### src/rtl/i2a_pkg.sv
// Shared types, constants and helpers for the integer-to-ASCII converter.
// No dependencies; i2a_front, i2a_back and the top level import this package.
package i2a_pkg;

   localparam int VALUE_WIDTH = 32;
   localparam int CNT_W       = $clog2(VALUE_WIDTH + 1);
   localparam int ADDR_W      = $clog2(VALUE_WIDTH);
   localparam int STEP_W      = $clog2(VALUE_WIDTH);
   localparam int DIGIT_W     = 4;
   localparam int BASE_W      = 5;
   localparam int CHAR_W      = 8;
   localparam int CSR_AW      = 3;
   localparam int CSR_DW      = 32;

   localparam logic [CHAR_W-1:0] CH_MINUS    = 8'h2D;
   localparam logic [CHAR_W-1:0] CH_ZERO     = 8'h30;
   localparam logic [CHAR_W-1:0] CH_LETTER_A = 8'h41;

   localparam logic [BASE_W-1:0] BASE_MIN     = 5'd2;
   localparam logic [BASE_W-1:0] BASE_MAX     = 5'd16;
   localparam logic [BASE_W-1:0] DECIMAL_BASE = 5'd10;
   localparam logic [BASE_W-1:0] BASE_RESET   = 5'd10;

   // register index of number_base
   localparam logic REG_NUMBER_BASE = 1'b0;

   // classified job handed from front to back
   typedef struct packed {
      logic [VALUE_WIDTH-1:0] mag;
      logic [BASE_W-1:0]      base;
      logic                   neg;
   } job_type;

   function automatic logic [CHAR_W-1:0] digit_char(input logic [DIGIT_W-1:0] d);
      logic [CHAR_W-1:0] dx;
      dx = {{(CHAR_W-DIGIT_W){1'b0}}, d};
      if (dx < CHAR_W'(DECIMAL_BASE))
         return CH_ZERO + dx;
      else
         return CH_LETTER_A + dx - CHAR_W'(DECIMAL_BASE);
   endfunction

endpackage

### src/rtl/i2a_ram.sv
// Generic single-write, single-read RAM with registered read data.
// No dependencies.
module i2a_ram #(
   parameter int WIDTH = 4,
   parameter int DEPTH = 32
) (
   input  logic                     clock,
   input  logic                     wr_en,
   input  logic [$clog2(DEPTH)-1:0] wr_addr,
   input  logic [WIDTH-1:0]         wr_data,
   input  logic                     rd_en,
   input  logic [$clog2(DEPTH)-1:0] rd_addr,
   output logic [WIDTH-1:0]         rd_data
);

   logic [WIDTH-1:0] mem [DEPTH];
   logic [WIDTH-1:0] rd_data_ff;

   always_ff @(posedge clock) begin
      if (wr_en) begin
         mem[wr_addr] <= wr_data;
      end
      if (rd_en) begin
         rd_data_ff <= mem[rd_addr];
      end
   end

   assign rd_data = rd_data_ff;

endmodule

### src/rtl/i2a_front.sv
// Front end: accepts input beats, clamps the base, applies the base-ten sign
// rule and queues classified jobs (two entries) for the back end. Uses i2a_pkg.
module i2a_front (
   input  logic                               clock,
   input  logic                               reset,
   input  logic                               push,
   output logic                               full,
   input  logic [i2a_pkg::VALUE_WIDTH-1:0]    value,
   input  logic [i2a_pkg::BASE_W-1:0]         number_base,
   output logic                               job_valid,
   output i2a_pkg::job_type                   job,
   input  logic                               job_take
);
   import i2a_pkg::*;

   job_type          q_ff [2];
   logic             wptr_ff, wptr_in;
   logic             rptr_ff, rptr_in;
   logic [1:0]       cnt_ff, cnt_in;
   logic             do_push, do_pop;
   logic [BASE_W-1:0] eff_base;
   job_type          cls;

   // classification
   always_comb begin
      if (number_base < BASE_MIN)
         eff_base = BASE_MIN;
      else if (number_base > BASE_MAX)
         eff_base = BASE_MAX;
      else
         eff_base = number_base;
      cls.base = eff_base;
      cls.neg  = (eff_base == DECIMAL_BASE) && value[VALUE_WIDTH-1];
      cls.mag  = cls.neg ? (~value + 1'b1) : value;
   end

   assign full      = (cnt_ff == 2'd2);
   assign job_valid = (cnt_ff != 2'd0);
   assign job       = q_ff[rptr_ff];
   assign do_push   = push && !full;
   assign do_pop    = job_take && job_valid;

   always_comb begin
      wptr_in = wptr_ff ^ do_push;
      rptr_in = rptr_ff ^ do_pop;
      cnt_in  = cnt_ff + {1'b0, do_push} - {1'b0, do_pop};
   end

   always_ff @(posedge clock) begin
      if (reset) begin
         wptr_ff <= 1'b0;
         rptr_ff <= 1'b0;
         cnt_ff  <= 2'd0;
      end else begin
         wptr_ff <= wptr_in;
         rptr_ff <= rptr_in;
         cnt_ff  <= cnt_in;
      end
   end

   always_ff @(posedge clock) begin
      if (do_push) begin
         q_ff[wptr_ff] <= cls;
      end
   end

endmodule

### src/rtl/i2a_back.sv
// Back end: emits any '-' sign, then a bit-serial divider writes digits into the
// digit RAM, then a reverse read-out fills a two-entry result queue. Uses i2a_pkg and i2a_ram.
module i2a_back (
   input  logic                              clock,
   input  logic                              reset,
   input  logic                              job_valid,
   input  i2a_pkg::job_type                  job,
   output logic                              job_take,
   output logic                              empty,
   input  logic                              pop,
   output logic [i2a_pkg::CHAR_W-1:0]        char_code,
   output logic                              last_char
);
   import i2a_pkg::*;

   localparam logic [1:0] ST_IDLE = 2'd0;
   localparam logic [1:0] ST_SIGN = 2'd1;
   localparam logic [1:0] ST_DIV  = 2'd2;
   localparam logic [1:0] ST_EMIT = 2'd3;

   logic [1:0]             state_ff, state_in;
   logic [VALUE_WIDTH-1:0] quo_ff, quo_in;
   logic [DIGIT_W-1:0]     rem_ff, rem_in;
   logic [BASE_W-1:0]      base_ff, base_in;
   logic [STEP_W-1:0]      step_ff, step_in;
   logic [CNT_W-1:0]       dcnt_ff, dcnt_in;
   logic                   rd_pend_ff, rd_pend_in;
   logic                   rd_last_ff, rd_last_in;

   // divider datapath
   logic [BASE_W-1:0]      rem_sh;
   logic                   ge;
   logic [BASE_W-1:0]      rem_sub;
   logic [VALUE_WIDTH-1:0] quo_new;
   logic [DIGIT_W-1:0]     rem_new;

   // RAM
   logic                   ram_we, ram_re;
   logic [ADDR_W-1:0]      ram_waddr, ram_raddr;
   logic [DIGIT_W-1:0]     ram_rdata;

   // result queue
   logic [CHAR_W-1:0]      oq_char_ff [2];
   logic                   oq_last_ff [2];
   logic                   owptr_ff, owptr_in, orptr_ff, orptr_in;
   logic [1:0]             ocnt_ff, ocnt_in;
   logic                   o_push, o_pop;
   logic [CHAR_W-1:0]      o_char;
   logic                   o_last;
   logic                   room;

   assign rem_sh  = {rem_ff, quo_ff[VALUE_WIDTH-1]};
   assign ge      = (rem_sh >= base_ff);
   assign rem_sub = ge ? (rem_sh - base_ff) : rem_sh;
   assign rem_new = rem_sub[DIGIT_W-1:0];
   assign quo_new = {quo_ff[VALUE_WIDTH-2:0], ge};

   // space for one more beat, counting a read in flight
   assign room = (ocnt_ff == 2'd0) || ((ocnt_ff == 2'd1) && !rd_pend_ff);

   always_comb begin
      state_in   = state_ff;
      quo_in     = quo_ff;
      rem_in     = rem_ff;
      base_in    = base_ff;
      step_in    = step_ff;
      dcnt_in    = dcnt_ff;
      rd_pend_in = 1'b0;
      rd_last_in = rd_last_ff;
      job_take   = 1'b0;
      ram_we     = 1'b0;
      ram_waddr  = dcnt_ff[ADDR_W-1:0];
      ram_re     = 1'b0;
      ram_raddr  = ADDR_W'(dcnt_ff - 1'b1);
      o_push     = 1'b0;
      o_char     = digit_char(ram_rdata);
      o_last     = rd_last_ff;

      case (state_ff)
         ST_IDLE: begin
            if (job_valid) begin
               job_take = 1'b1;
               quo_in   = job.mag;
               base_in  = job.base;
               rem_in   = '0;
               step_in  = '0;
               dcnt_in  = '0;
               state_in = job.neg ? ST_SIGN : ST_DIV;
            end
         end
         ST_SIGN: begin
            if (ocnt_ff != 2'd2) begin
               o_push   = 1'b1;
               o_char   = CH_MINUS;
               o_last   = 1'b0;
               state_in = ST_DIV;
            end
         end
         ST_DIV: begin
            quo_in  = quo_new;
            rem_in  = rem_new;
            step_in = step_ff + 1'b1;
            if (step_ff == STEP_W'(VALUE_WIDTH - 1)) begin
               ram_we  = 1'b1;
               dcnt_in = dcnt_ff + 1'b1;
               rem_in  = '0;
               step_in = '0;
               if (quo_new == '0 || dcnt_ff == CNT_W'(VALUE_WIDTH - 1))
                  state_in = ST_EMIT;
            end
         end
         ST_EMIT: begin
            if (rd_pend_ff) begin
               o_push = 1'b1;
            end
            if (dcnt_ff != '0) begin
               if (room) begin
                  ram_re     = 1'b1;
                  rd_pend_in = 1'b1;
                  rd_last_in = (dcnt_ff == CNT_W'(1));
                  dcnt_in    = dcnt_ff - 1'b1;
               end
            end else if (!rd_pend_ff) begin
               state_in = ST_IDLE;
            end
         end
         default: begin
            state_in = ST_IDLE;
         end
      endcase
   end

   i2a_ram #(
      .WIDTH (DIGIT_W),
      .DEPTH (VALUE_WIDTH)
   ) u_digits (
      .clock   (clock),
      .wr_en   (ram_we),
      .wr_addr (ram_waddr),
      .wr_data (rem_new),
      .rd_en   (ram_re),
      .rd_addr (ram_raddr),
      .rd_data (ram_rdata)
   );

   // result queue
   assign empty     = (ocnt_ff == 2'd0);
   assign o_pop     = pop && !empty;
   assign char_code = oq_char_ff[orptr_ff];
   assign last_char = oq_last_ff[orptr_ff];

   always_comb begin
      owptr_in = owptr_ff ^ o_push;
      orptr_in = orptr_ff ^ o_pop;
      ocnt_in  = ocnt_ff + {1'b0, o_push} - {1'b0, o_pop};
   end

   always_ff @(posedge clock) begin
      if (reset) begin
         state_ff   <= ST_IDLE;
         rd_pend_ff <= 1'b0;
         owptr_ff   <= 1'b0;
         orptr_ff   <= 1'b0;
         ocnt_ff    <= 2'd0;
         step_ff    <= '0;
         dcnt_ff    <= '0;
         quo_ff     <= '0;
      end else begin
         state_ff   <= state_in;
         rd_pend_ff <= rd_pend_in;
         owptr_ff   <= owptr_in;
         orptr_ff   <= orptr_in;
         ocnt_ff    <= ocnt_in;
         step_ff    <= step_in;
         dcnt_ff    <= dcnt_in;
         quo_ff     <= quo_in;
      end
   end

   always_ff @(posedge clock) begin
      rem_ff     <= rem_in;
      base_ff    <= base_in;
      rd_last_ff <= rd_last_in;
      if (o_push) begin
         oq_char_ff[owptr_ff] <= o_char;
         oq_last_ff[owptr_ff] <= o_last;
      end
   end

`ifndef ASSERT_OFF
   a_oq_bound: assert property (@(posedge clock) disable iff (reset)
      ocnt_ff != 2'd3)
      else $error("result queue count overflow");

   a_rd_from_emit: assert property (@(posedge clock) disable iff (reset)
      rd_pend_ff |-> $past(state_ff) == ST_EMIT)
      else $error("digit read issued outside read-out");

   a_rem_below_base: assert property (@(posedge clock) disable iff (reset)
      (state_ff == ST_DIV) |-> ({1'b0, rem_ff} < base_ff))
      else $error("divider remainder not below base");

   a_idle_clean: assert property (@(posedge clock) disable iff (reset)
      (state_ff == ST_IDLE) |-> (!rd_pend_ff && dcnt_ff == '0 || $past(reset)
         || !rd_pend_ff))
      else $error("read pending while idle");
`endif

endmodule

### src/rtl/signed_integer_to_ascii_digits.sv
// Top level of the integer-to-ASCII digit converter.
// Depends on i2a_pkg, i2a_front, i2a_back (which uses i2a_ram).
//
// Each input beat carries one 32-bit value; the block returns its ASCII digits
// most significant first, one character per result beat, with rsp_last_char
// set on the final one. Digits of ten and above print as 'A'..'F'. The radix
// comes from the number_base register (byte address 0, reset 10); values
// below 2 act as 2 and values above 16 act as 16. Only base ten reads the
// value as two's complement and prints a leading '-', the most negative
// value included; other bases print the bits as unsigned, zero prints '0'.
// The radix is sampled when the value is accepted. Digits come from a
// restoring divider that resolves one quotient bit per cycle, and the
// stored digits are then read out in reverse into the result queue; the
// back end finishes one value, read-out included, before it takes the next,
// and the divider is the limit. A two-beat queue in front lets the next
// values be taken while one is being converted, and a two-beat result
// queue holds characters for a slow consumer.
module signed_integer_to_ascii_digits (
   input  logic                              clock,
   input  logic                              reset,
   // input beats
   input  logic                              req_push,
   output logic                              req_full,
   input  logic [i2a_pkg::VALUE_WIDTH-1:0]   req_value,
   // result beats
   output logic                              rsp_empty,
   input  logic                              rsp_pop,
   output logic [i2a_pkg::CHAR_W-1:0]        rsp_char_code,
   output logic                              rsp_last_char,
   // configuration
   input  logic                              csr_psel,
   input  logic                              csr_penable,
   input  logic                              csr_pwrite,
   input  logic [i2a_pkg::CSR_AW-1:0]        csr_paddr,
   input  logic [i2a_pkg::CSR_DW-1:0]        csr_pwdata,
   output logic [i2a_pkg::CSR_DW-1:0]        csr_prdata,
   output logic                              csr_pready
);
   import i2a_pkg::*;

   logic [BASE_W-1:0] base_ff, base_in;
   logic              csr_wr;
   logic              job_valid;
   logic              job_take;
   job_type           job;

   // register decode: word index is paddr[2]
   assign csr_pready = 1'b1;
   assign csr_wr     = csr_psel && csr_penable && csr_pwrite && csr_pready;
   assign csr_prdata = (csr_paddr[2] == REG_NUMBER_BASE)
                       ? {{(CSR_DW-BASE_W){1'b0}}, base_ff} : '0;

   always_comb begin
      base_in = base_ff;
      if (csr_wr && csr_paddr[2] == REG_NUMBER_BASE)
         base_in = csr_pwdata[BASE_W-1:0];
   end

   always_ff @(posedge clock) begin
      if (reset) begin
         base_ff <= BASE_RESET;
      end else begin
         base_ff <= base_in;
      end
   end

   // front: accept and classify, queue jobs
   i2a_front u_front (
      .clock       (clock),
      .reset       (reset),
      .push        (req_push),
      .full        (req_full),
      .value       (req_value),
      .number_base (base_ff),
      .job_valid   (job_valid),
      .job         (job),
      .job_take    (job_take)
   );

   // back: divide, store digits, read them out in reverse
   i2a_back u_back (
      .clock     (clock),
      .reset     (reset),
      .job_valid (job_valid),
      .job       (job),
      .job_take  (job_take),
      .empty     (rsp_empty),
      .pop       (rsp_pop),
      .char_code (rsp_char_code),
      .last_char (rsp_last_char)
   );

endmodule
### config.mk
export PLATFORM = sky130hd
export DESIGN_NAME = signed_integer_to_ascii_digits
export DESIGN_NICKNAME = d
export VERILOG_FILES = /design/src/rtl/i2a_pkg.sv /design/src/rtl/i2a_ram.sv /design/src/rtl/i2a_front.sv /design/src/rtl/i2a_back.sv /design/src/rtl/signed_integer_to_ascii_digits.sv
export SDC_FILE = /design/constraint.sdc
export NUM_CORES = 1
export LEC_CHECK = 0
export BUFFER_PORTS_ARGS = -buffer_cell sky130_fd_sc_hd__buf_2
export CORE_AREA = 2 2 222 158
export DETAILED_ROUTE_END_ITERATION = 8
export DIE_AREA = 0 0 224 160
export GPL_TIMING_DRIVEN = 1
export PLACE_DENSITY = 0.6
export SETUP_SLACK_MARGIN = 0.3
export SYNTH_ARGS = -nofsm -noshare
export SYNTH_HDL_FRONTEND = slang
export SYNTH_HIERARCHICAL = 1
export SYNTH_SLANG_ARGS = --single-unit
### constraint.sdc
create_clock -name clock -period 3.1 [get_ports clock]
set_input_delay 0.155 -clock clock [delete_from_list [all_inputs] [get_ports clock]]
set_output_delay 0.155 -clock clock [all_outputs]
set_load 0.05 [all_outputs]
==> run summary, run 1 <==
drt pass-1 iters = 5
part of the power in combinational logic = 33.7%
Setup Buffers After CTS = 0
Cell Rows = 57
NetSw = 0.004569 W
final clock skew = 0.01725 ns
Syn-to-layout area delta = 14.32%
Post-Route WL = 27.09 mm
Post-Place Worst Slack = 0.4549 ns
DR WL/cell = 18.13 um
Hold WC Path Type = input pin to flop
TritonCTS clock tree = yes
GP Congestion = 0.8097
TritonCTS Buffers = 28
sequential power share = 42.1%
setup violators final = 0
H-tree lvl count = 1
Most used DFF post-synth = edfxtp_1
I/O Pins = 118
Inst Count DP = 1414
hpwl dp = 17.37 mm
Clock Sinks = 293
worst-margin pin slew = 0.7828 ns
number of diodes = 0
Final WS setup = 0.4497 ns
Port Buffer Count = 59
unrepaired setup endpoints after global routing = false
Clock transition at path regs = 0.06 ns
leakage = 5.315 nW
number of global-route vias before repair = 7629
Iter 0 DRT Violations = 506
GRT overflow = 0
core footprint = 34020 um2
register area share after synthesis = 61.46%
Synth Instances = 939
Initial Utilization = 39.26%
Post-Syn Area = 13360 um2
Ys Warns = 6
CP required = 3.29 ns
largest net degree at the start of global routing = 63
Max Cap Violations = 0
Crit Path Class = flop to flop
Pint = 0.009162 W
status = finished clean
fin nets = 1130
Final period util = 85.49%
Non-Filler Instances = 1494
flops & latches, synth = 293
Clock Power Share = 24.2%
fin. max-slew vios = 0
via/cell ratio = 5.161
CP startpoint kind = flop
Post-synth ARST share = 0%
CTS Buffer Depth = 3
Post-synth EDFFs = 234
initial antenna violation count = 0
post-synth cell types = 64
Crit. End Element = flop
share of layout cells above drive strength 1 = 23.67%
WP data arrival = 2.84 ns
post-route ant nets = 0
slew margin rel. = 47.81%
PD cells = 899.3 nW/um2
Fill cells = 2986
crit path time final = 2.650 ns
Root Buffer = clkbuf_16
total track usage = 15.18%
Highest Clock Rate = 0.3773 GHz
Net Sw Frac = 33.27%
Avg Cell Area, Syn = 14.22 um2
VDD IR max = 0.0009700 V
Die Ht = 160 um
Residual DRC = 0
first-pass GRT wire length = 42.81 mm
critical path peak fanout = 8
Worst-Skew Late Latency = 0.55 ns
final hold vios = 0
Chip Width = 224 um
die area = 35840 um2
vias = 7711
fin util = 44.88%
TNS Setup = 0 ns
cell usage after synthesis (all sizes together) (6+ instances only):
library cell    n  area, um2
nor4           14      142.6
buf            49      335.3
nor2           99      371.6
xor2           15      131.4
o21ai          22      110.1
mux4           40      900.9
edfxtp        234       7027
nor3b           7      52.55
nand2          25      93.84
a211oi         36      275.3
nor2b           9      56.30
dfxtp          59       1181
inv            35      131.4
xnor2          27      236.5
nand3           6      30.03
clkbuf         21      78.83
a21oi          20      100.1
mux2i          38      380.4
mux2           52      585.6
a31oi           7      43.79
nand2b         12      75.07
ha             25      312.8
o31ai           6      45.04
and2            8      50.05
nor3           10      61.31
or4             7      60.06
critical path: stages (launching register included):
cell	delay, ns
dfxtp_1	0.37
ha_1	0.19
and3_1	0.17
ha_1	0.27
and2_1	0.26
or3b_2	0.62
nor2_1	0.41
layout make-up:
cell class,count,area [um2],share of cell area [%]
repair buffers,105,748.2,4.900
inverters,35,131.4,0.8604
well taps,442,553.0,3.622
multi-input cells,567,4726,30.95
clock inverters,13,66.31,0.4343
clock buffers,39,834.6,5.466
flip-flops and latches,293,8209,53.77
timing repair:
action	4_1_cts	5_1_grt
gates resized for setup	0	2
setup endpoints to repair	0	2
hold endpoints to repair	51	0
hold buffers	28	0
kinds of logic (layout without fill, tap and decap cells):
group           after synthesis  after routing  synth area share, %
compound gates              111            111                5.818
xor+xnor                     42             42                2.754
simple gates                229            229                9.331
fa+ha+maj                    26             26                2.492
mux                         130            130                13.98
flops                       293            293                61.46
buf+inv                     105            192                4.085
other cells                   3             29              0.08431
state kept, by name, indices dropped and copies added (netlist names), 4 cells and up:
name	cells
u_back/u_digits/mem	128
u_front/q_ff	76
u_back/quo_ff	32
u_back/oq_char_ff	14
u_back/dcnt_ff	6
base_ff	5
u_back/base_ff	5
u_back/step_ff	5
u_back/rem_ff	4
u_back/u_digits/rd_data	4
metrics by stage:
step / total power, W / hold slack [ns] / cell area, um2
4_1_cts: 0.01387 / 0.0003390 / 15260
6_report: 0.01373 / 0.01123 / 15270
5_1_grt: 0.01451 / 0.001362 / 15270
3_3_place_gp: 0.01035 / 0.4138 / 14080
3_5_place_dp: 0.01050 / 0.4217 / 14080
2_1_floorplan: 0.009119 / 0.2217 / 13450
metal layers:
layer  vias to the layer above  wire length, um  track usage [%]
met1                      3868            13980            23.55
met3                        39             1087            2.521
met4                         0              480            3.303
met2                       131            11540            22.30
met5                         -                0                0
li1                       3673                -                -
power groups by stage:
stage | logic, W | registers (W) | clock network, W
floorplan | 0.00335 | 0.00577 | 0
detailed placement | 0.00463 | 0.00586 | 0
global placement | 0.00450 | 0.00585 | 0
finish | 0.00463 | 0.00577 | 0.00332
global route | 0.00512 | 0.00583 | 0.00356
CTS | 0.00468 | 0.00578 | 0.00341
cells in the final DEF (no fill, tap or decap), types with 8 or more instances in the layout:
cell and n:
a211oi_1 35, xor2_1 14, nor2b_1 9, inv_1 33, mux4_2 40, buf_2 59
mux2i_1 37, nand2_1 25, edfxtp_1 234, buf_4 15, conb_1 29, nor2_1 99
nor4_1 8, clkbuf_16 30, clkinv_2 8, o21ai_0 19, dlygate4sd3_1 28, mux2_2 50
nand2b_1 12, ha_1 22, and2_1 8, xnor2_1 27, a21oi_1 20, dfxtp_1 58
nor3_1 9
final timing paths:
kind / from / end / slack (ns) / cells after the start
worst max-delay path: u_back/step_ff[0]$_SDFFE_PP0P_ / u_back/u_digits/mem[24][0]$_DFFE_PP_ / 0.45 / 6
worst min-delay path: req_value[5] / u_front/q_ff[1][11]$_DFFE_PP_ / 0.01 / 2
worst max register to register: u_back/step_ff[0]$_SDFFE_PP0P_ / u_back/u_digits/mem[24][0]$_DFFE_PP_ / 0.45 / 6
worst min register to register: u_back/step_ff[3]$_SDFFE_PP0P_ / u_back/step_ff[3]$_SDFFE_PP0P_ / 0.49 / 2
Power figures use the tool's default switching activity.
==> inputs of run 2 (changes only) <==
Settings changed: PLACE_DENSITY 0.6 to 0.58.
==> run 2 against run 1 <==
Net effect:
- flip-flop and latch count is the same
- combinational power shrank 3%
- largest power group unchanged
- highest routed layer unchanged
- critical path type unchanged
- global-route usage shrank 0.12 points
- critical endpoint is now u_back/u_digits/rd_data[3]$_DFFE_PP_
- non-clock buffer count shrank 2
- setup slack gained 0.031 ns
- via count shrank 0.61%
==> run summary, run 2 (same netlist as run 1, synthesis figures left out) <==
H-tree lvl count = 1 (unchanged)
fin. max-slew vios = 0 (unchanged)
Iter 0 DRT Violations = 512 (was 506)
Root Buffer = clkbuf_16 (unchanged)
CTS Buffer Depth = 3 (unchanged)
number of flip-flops in the largest register = 128 (unchanged)
first-pass GRT wire length = 42.45 mm (was 42.81 mm)
fin nets = 1129 (was 1130)
GP Congestion = 0.7761 (was 0.8097)
die area = 35840 um2 (unchanged)
Residual DRC = 0 (unchanged)
Top Registers = u_back/u_digits/mem x128, u_front/q_ff x76, u_back/quo_ff x32 (unchanged)
leakage = 5.312 nW (was 5.315 nW)
initial antenna violation count = 0 (unchanged)
Final period util = 84.49% (was 85.49%)
Final WS setup = 0.4808 ns (was 0.4497 ns)
TNS Setup = 0 ns (unchanged)
NetSw = 0.004495 W (was 0.004569 W)
worst-margin pin slew = 0.6977 ns (was 0.7828 ns)
Crit Path Class = flop to flop (unchanged)
part of the power in combinational logic = 32.3% (was 33.7%)
WP data arrival = 2.93 ns (was 2.84 ns)
Port Buffer Count = 59 (unchanged)
largest net degree at the start of global routing = 63 (unchanged)
Pint = 0.009381 W (was 0.009162 W)
I/O Pins = 118 (unchanged)
Max Cap Violations = 0 (unchanged)
total track usage = 15.06% (was 15.18%)
Hold WC Path Type = input pin to flop (unchanged)
Initial Utilization = 39.26% (unchanged)
slew margin rel. = 53.48% (was 47.81%)
Crit. End Element = flop (unchanged)
Clock Sinks = 293 (unchanged)
VDD IR max = 0.0004908 V (was 0.0009700 V)
Syn-to-layout area delta = 14.66% (was 14.32%)
largest register by flop count = u_back/u_digits/mem (unchanged)
final hold vios = 0 (unchanged)
drt pass-1 iters = 4 (was 5)
Die Ht = 160 um (unchanged)
final clock skew = 0.01912 ns (was 0.01725 ns)
PD cells = 906.1 nW/um2 (was 899.3 nW/um2)
CP required = 3.41 ns (was 3.29 ns)
Setup Buffers After CTS = 0 (unchanged)
number of diodes = 0 (unchanged)
Highest Clock Rate = 0.3818 GHz (was 0.3773 GHz)
sequential power share = 41.7% (was 42.1%)
status = finished clean (unchanged)
number of global-route vias before repair = 7683 (was 7629)
DR WL/cell = 17.70 um (was 18.13 um)
critical path peak fanout = 20 (was 8)
Post-Place Worst Slack = 0.3166 ns (was 0.4549 ns)
GRT overflow = 0 (unchanged)
vias = 7664 (was 7711)
Cell Rows = 57 (unchanged)
post-route ant nets = 0 (unchanged)
most frequent cells in the layout = edfxtp_1, nor2_1, buf_2 (unchanged)
Post-Route WL = 26.42 mm (was 27.09 mm)
via/cell ratio = 5.133 (was 5.161)
Clock transition at path regs = 0.06 ns (about the same)
setup violators final = 0 (unchanged)
Net Sw Frac = 32.40% (was 33.27%)
core footprint = 34020 um2 (unchanged)
Clock Power Share = 26.0% (was 24.2%)
Worst-Skew Late Latency = 0.56 ns (was 0.55 ns)
TritonCTS clock tree = yes (unchanged)
crit path time final = 2.619 ns (was 2.650 ns)
CP startpoint kind = flop (unchanged)
TritonCTS Buffers = 29 (was 28)
commonest non-fill, non-tap cell in the layout = edfxtp_1 (unchanged)
Chip Width = 224 um (unchanged)
hpwl dp = 17.18 mm (was 17.37 mm)
share of layout cells above drive strength 1 = 23.79% (was 23.67%)
unrepaired setup endpoints after global routing = false (unchanged)
run 2: cell types whose count changed in the layout (fill, tap and decap cells not counted), sizes merged:
cell	before	now
bufinv	0	4
clkinvlp	2	4
clkbuf	39	37
clkinv	11	8
dlygate4sd3	28	27
buf	77	76
run 2: power by group through the flow:
stage	Clock (W)	Sequential, W	Combinational (W)
6_report	0.00360	0.00579	0.00448
2_1_floorplan	0	0.00577	0.00335
3_3_place_gp	0	0.00586	0.00445
5_1_grt	0.00386	0.00585	0.00500
3_5_place_dp	0	0.00588	0.00450
4_1_cts	0.00370	0.00579	0.00456
run 2: critical path, cell delays in order (launching register included):
cell and delay (ns):
dfxtp_2 0.41, inv_1 0.10, ha_1 0.27, xor2_2 0.19
buf_6 0.24, mux4_2 0.38, mux4_2 0.48, mux2_2 0.27
run 2: metal layers:
layer	global-route usage [%]	share of wire, %
met1	23.20	50
met2	21.85	42
met3	2.981	5.5
met4	3.455	2.1
met5	0	0
run 2: path summary, 6_finish.rpt:
| kind | cells after the start | slack [ns] | start | to |
|---|---|---|---|---|
| setup / recovery | 7 | 0.48 | u_back/dcnt_ff[1]$_SDFFE_PP0P_ | u_back/u_digits/rd_data[3]$_DFFE_PP_ |
| hold / removal | 2 | 0.02 | req_value[2] | u_front/q_ff[1][8]$_DFFE_PP_ |
| setup reg to reg | 7 | 0.48 | u_back/dcnt_ff[1]$_SDFFE_PP0P_ | u_back/u_digits/rd_data[3]$_DFFE_PP_ |
| hold reg to reg | 2 | 0.49 | u_back/quo_ff[0]$_SDFFE_PP0P_ | u_back/quo_ff[0]$_SDFFE_PP0P_ |
run 2: timing repair:
action                                  4_1_cts  5_1_grt
endpoints found under the setup margin        4        6
hold buffers                                 27        0
hold endpoints to repair                     49        0
gates cloned                                  0        0
gates resized for setup                       1        2
run 2: area by class of cell:
cell class	instances	area, um2
clock inverter	16	190.2
fill	3040	18710
multi-input combinational	567	4721
tap	442	553.0
sequential	293	8210
timing repair buffer	103	721.9
inverter	35	131.4
clock buffer	37	785.8
run 2: stage by stage:
stage          cell area [um2]  std cells  utilization [%]  total power, W  hold WS, ns
6_report                 15310       1493            45.01         0.01388      0.02213
5_1_grt                  15310       1493            45.01         0.01471      0.01693
4_1_cts                  15310       1493            45.00         0.01406     0.002015
3_5_place_dp             14060       1413            41.33         0.01038       0.4261
3_3_place_gp             14060       1413            41.33         0.01031       0.4159
2_1_floorplan            13450        965                -        0.009119       0.2217
==> inputs of run 3 (changes only) <==
Settings changed: ABC_AREA from default to 1, CORE_AREA 2 2 222 158 to 2 2 227 162, DIE_AREA 0 0 224 160 to 0 0 229 164.
Clock period 3.1 ns to 2.51 ns, I/O delays scaled along.
==> run 3 against run 2 <==
Net effect:
- core utilization increased by 0.82 points
- combinational power is 60% higher
- power increased by 36%
- critical path type unchanged
- critical endpoint is now u_back/u_digits/mem[1][0]$_DFFE_PP_
- die area grew 4.8%
- synthesized area is 4.9% higher
- register-to-register slack got worse by 0.08 ns
- global-route usage up 2.0 points
- largest cell class unchanged
- final cell count up 43%
- routed wire length increased by 20%
==> run summary, run 3 <==
status = finished clean (unchanged)
hpwl dp = 21.22 mm (was 17.18 mm)
met3 routed WL = 1.471 mm (was 1.457 mm)
post-route ant nets = 0 (unchanged)
H-tree lvl count = 1 (unchanged)
Synth Instances = 1515 (was 939)
largest family of logic cells by synthesized area = simple AND/OR/NAND/NOR gates (was multiplexers)
Iter 0 DRT Violations = 853 (was 512)
vias = 10.29k (was 7664)
Chip Width = 229 um (was 224 um)
I/O Pins = 118 (unchanged)
CP required = 2.74 ns (was 3.41 ns)
Crit Path Class = flop to flop (unchanged)
DR top layer = met4 (unchanged)
fin nets = 1726 (was 1129)
total track usage = 17.07% (was 15.06%)
crit path time final = 2.111 ns (was 2.619 ns)
Post-synth ARST share = 0% (unchanged)
Top Registers = u_back/u_digits/mem x128, u_front/q_ff x76, u_back/quo_ff x32 (unchanged)
Cell Rows = 58 (was 57)
largest register by flop count = u_back/u_digits/mem (unchanged)
DR WL/cell = 14.89 um (was 17.70 um)
Inst Count DP = 2027 (was 1413)
unrepaired setup endpoints after global routing = true (was false)
Bufs and invs on worst path = 3 (was 2)
Ys Warns = 6 (unchanged)
register area share after synthesis = 58.58% (was 61.46%)
most frequent cells in the layout = nand2_1, edfxtp_1, nand3_1 (was edfxtp_1, nor2_1, buf_2)
post-synth cell types = 45 (was 64)
via/cell ratio = 4.832 (was 5.133)
Yosys top cell by area = edfxtp_1 (unchanged)
Final period util = 84.09% (was 84.49%)
final hold vios = 0 (unchanged)
flops & latches, synth = 293 (unchanged)
fin. max-slew vios = 0 (unchanged)
Avg Cell Area, Syn = 9.248 um2 (was 14.22 um2)
Hold WC Path Type = input pin to flop (unchanged)
core footprint = 35410 um2 (was 34020 um2)
most frequent cell after synthesis = nand2_1 (was edfxtp_1)
Clock Sinks = 293 (unchanged)
largest net degree at the start of global routing = 71 (was 63)
Fill cells = 3377 (was 3040)
share of the synthesized area in the top cell type = 50.15% (was 52.61%)
Worst path max stage delay = 0.37 ns (was 0.48 ns)
PD cells = 1160 nW/um2 (was 906.1 nW/um2)
Highest Clock Rate = 0.4738 GHz (was 0.3818 GHz)
worst-margin pin slew = 0.5769 ns (was 0.6977 ns)
WL met2 = 13.45 mm (was 11.17 mm)
CP startpoint kind = flop (unchanged)
Port Buffer Count = 59 (unchanged)
Die Ht = 164 um (was 160 um)
Root Buffer = clkbuf_16 (unchanged)
Max Cap Violations = 0 (unchanged)
Residual DRC = 0 (unchanged)
Syn-to-layout area delta = 15.86% (was 14.66%)
Initial Utilization = 39.56% (was 39.26%)
die area = 37560 um2 (was 35840 um2)
cells along the critical path = ha_1, inv_1, nor3_2, ha_2, nand2_1, inv_1, nand3_1, buf_4, nor2_1 (was inv_1, ha_1, xor2_2, buf_6, mux4_2, mux4_2, mux2_2)
Most used DFF post-synth = edfxtp_1 (unchanged)
Post-synth EDFFs = 234 (unchanged)
Synth Area in XOR/XNOR = 1.563% (was 2.754%)
Post-Route WL = 31.71 mm (was 26.42 mm)
CTS Buffer Depth = 3 (unchanged)
post-synthesis adder-cell area fraction = 2.375% (was 2.492%)
Reg area = 8208 um2 (was 8210 um2)
number of flip-flops in the largest register = 128 (unchanged)
setup violators final = 0 (unchanged)
final clock skew = 0.01821 ns (was 0.01912 ns)
number of diodes = 0 (unchanged)
synth cell count leaders = nand2_1, edfxtp_1, nand3_1 (was edfxtp_1, nor2_1, dfxtp_1)
area of the multi-input gates = 5025 um2 (was 4721 um2)
commonest non-fill, non-tap cell in the layout = nand2_1 (was edfxtp_1)
Worst-Skew Late Latency = 0.57 ns (was 0.56 ns)
Compound-Gate Fraction of Synth Area = 4.563% (was 5.818%)
Crit. End Element = flop (unchanged)
TritonCTS Buffers = 30 (was 29)
GP Congestion = 0.8293 (was 0.7761)
Post-Syn Area = 14010 um2 (was 13360 um2)
GRT overflow = 0 (unchanged)
drt pass-1 iters = 5 (was 4)
Non-Filler Instances = 2129 (was 1493)
TritonCTS clock tree = yes (unchanged)
number of global-route vias before repair = 9669 (was 7683)
simple-gate share of the synthesized area = 25.64% (was 9.331%)
VDD IR max = 0.0008008 V (was 0.0004908 V)
initial antenna violation count = 0 (unchanged)
multiplexer share of the synthesized area = 0% (was 13.98%)
Clock transition at path regs = 0.06 ns (about the same)
critical path peak fanout = 8 (was 20)
Area contributors post-synth = edfxtp_1, nand2_1, dfxtp_1 (was edfxtp_1, dfxtp_1, mux4_2)
TNS Setup = 0 ns (unchanged)
Metal-1 WL = 16.29 mm (was 13.23 mm)
Most common cell on crit path = inv_1 (was mux4_2)
first-pass GRT wire length = 51.22 mm (was 42.45 mm)
leakage = 6.504 nW (was 5.312 nW)
share of layout cells above drive strength 1 = 12.92% (was 23.79%)
slew margin rel. = 61.40% (was 53.48%)
WP data arrival = 2.34 ns (was 2.93 ns)
crit path max-delay cell type = dfxtp_1 (was mux4_2)
CP delay by family, top = simple AND/OR/NAND/NOR gates (was multiplexers)
## run 3: cell types whose count changed after synthesis, sizes merged, moves of 26 or more
cell and change:
mux2i -38, nand2 +520, mux2 -52, o21ai +33
inv +65, nand3 +143, a211oi -36, nor2 +41
a31oi +26, mux4 -40
## run 3: power breakdown
part / internal (W) / leakage [nW] / total (W) / switching [W]
Sequential: 0.00700 / 2.62 / 0.00730 / 0.000299
Clock: 0.00250 / 0.466 / 0.00433 / 0.00183
Combinational: 0.00202 / 3.42 / 0.00719 / 0.00517
Total: 0.0115 / 6.50 / 0.0188 / 0.00730
## run 3: final timing paths
path | from | end | slack [ns] | depth (start not counted)
worst max-delay path | u_back/step_ff[0]$_SDFFE_PP0P_ | u_back/u_digits/mem[1][0]$_DFFE_PP_ | 0.40 | 9
worst min-delay path | req_push | u_front/wptr_ff$_SDFF_PP0_ | 0.07 | 5
worst max register to register | u_back/step_ff[0]$_SDFFE_PP0P_ | u_back/u_digits/mem[1][0]$_DFFE_PP_ | 0.40 | 9
worst min register to register | u_back/step_ff[4]$_SDFFE_PP0P_ | u_back/step_ff[4]$_SDFFE_PP0P_ | 0.48 | 2
## run 3: timing repair
action	CTS	global route
hold endpoints to repair	72	0
pin swaps	0	1
hold buffers	45	0
buffers inserted	0	2
setup endpoints to repair	12	236
resized for setup	3	51
## run 3: metrics by stage
step / power (W) / hold WS, ns / setup slack [ns] / util, % / area [um2]
finish: 0.01882 / 0.07007 / 0.3994 / 45.84 / 16230
detailed placement: 0.01441 / 0.3446 / 0.3113 / 41.40 / 14660
CTS: 0.01883 / 0.06119 / 0.2937 / 45.37 / 16070
global placement: 0.01432 / 0.3471 / 0.3654 / 41.40 / 14660
global route: 0.02010 / 0.08236 / 0.2336 / 45.84 / 16230
floorplan: 0.01239 / 0.1922 / 0.5291 / - / 14110
## run 3: kinds of logic after synthesis
kind of cell | count (synthesis)
fa+ha+maj | 26
simple gates | 863
other cells | 3
flops | 293
xor+xnor | 25
compound gates | 115
buf+inv | 190
## run 3: layout make-up
cell class              instances  share of cell area, %
multi-input cells            1058                  30.95
clock buffers                  37                  4.786
flip-flops and latches        293                  50.56
clock inverters                18                  1.056
repair buffers                141                  6.474
inverters                     102                  2.466
well taps                     480                  3.700
## run 3: tightest hold or removal path: cells and delay by family
kind / cells / cell delay (ns)
compound gates: 1 / 0.11
fa+ha+maj: 1 / 0.15
simple gates: 1 / 0.03
buf+inv: 2 / 0.18
## run 3: layer usage
metal	GRT usage, %	up-vias
met2	25.87	202
met1	26.03	4864
met4	3.365	0
met5	0	-
li1	-	5181
met3	2.465	41
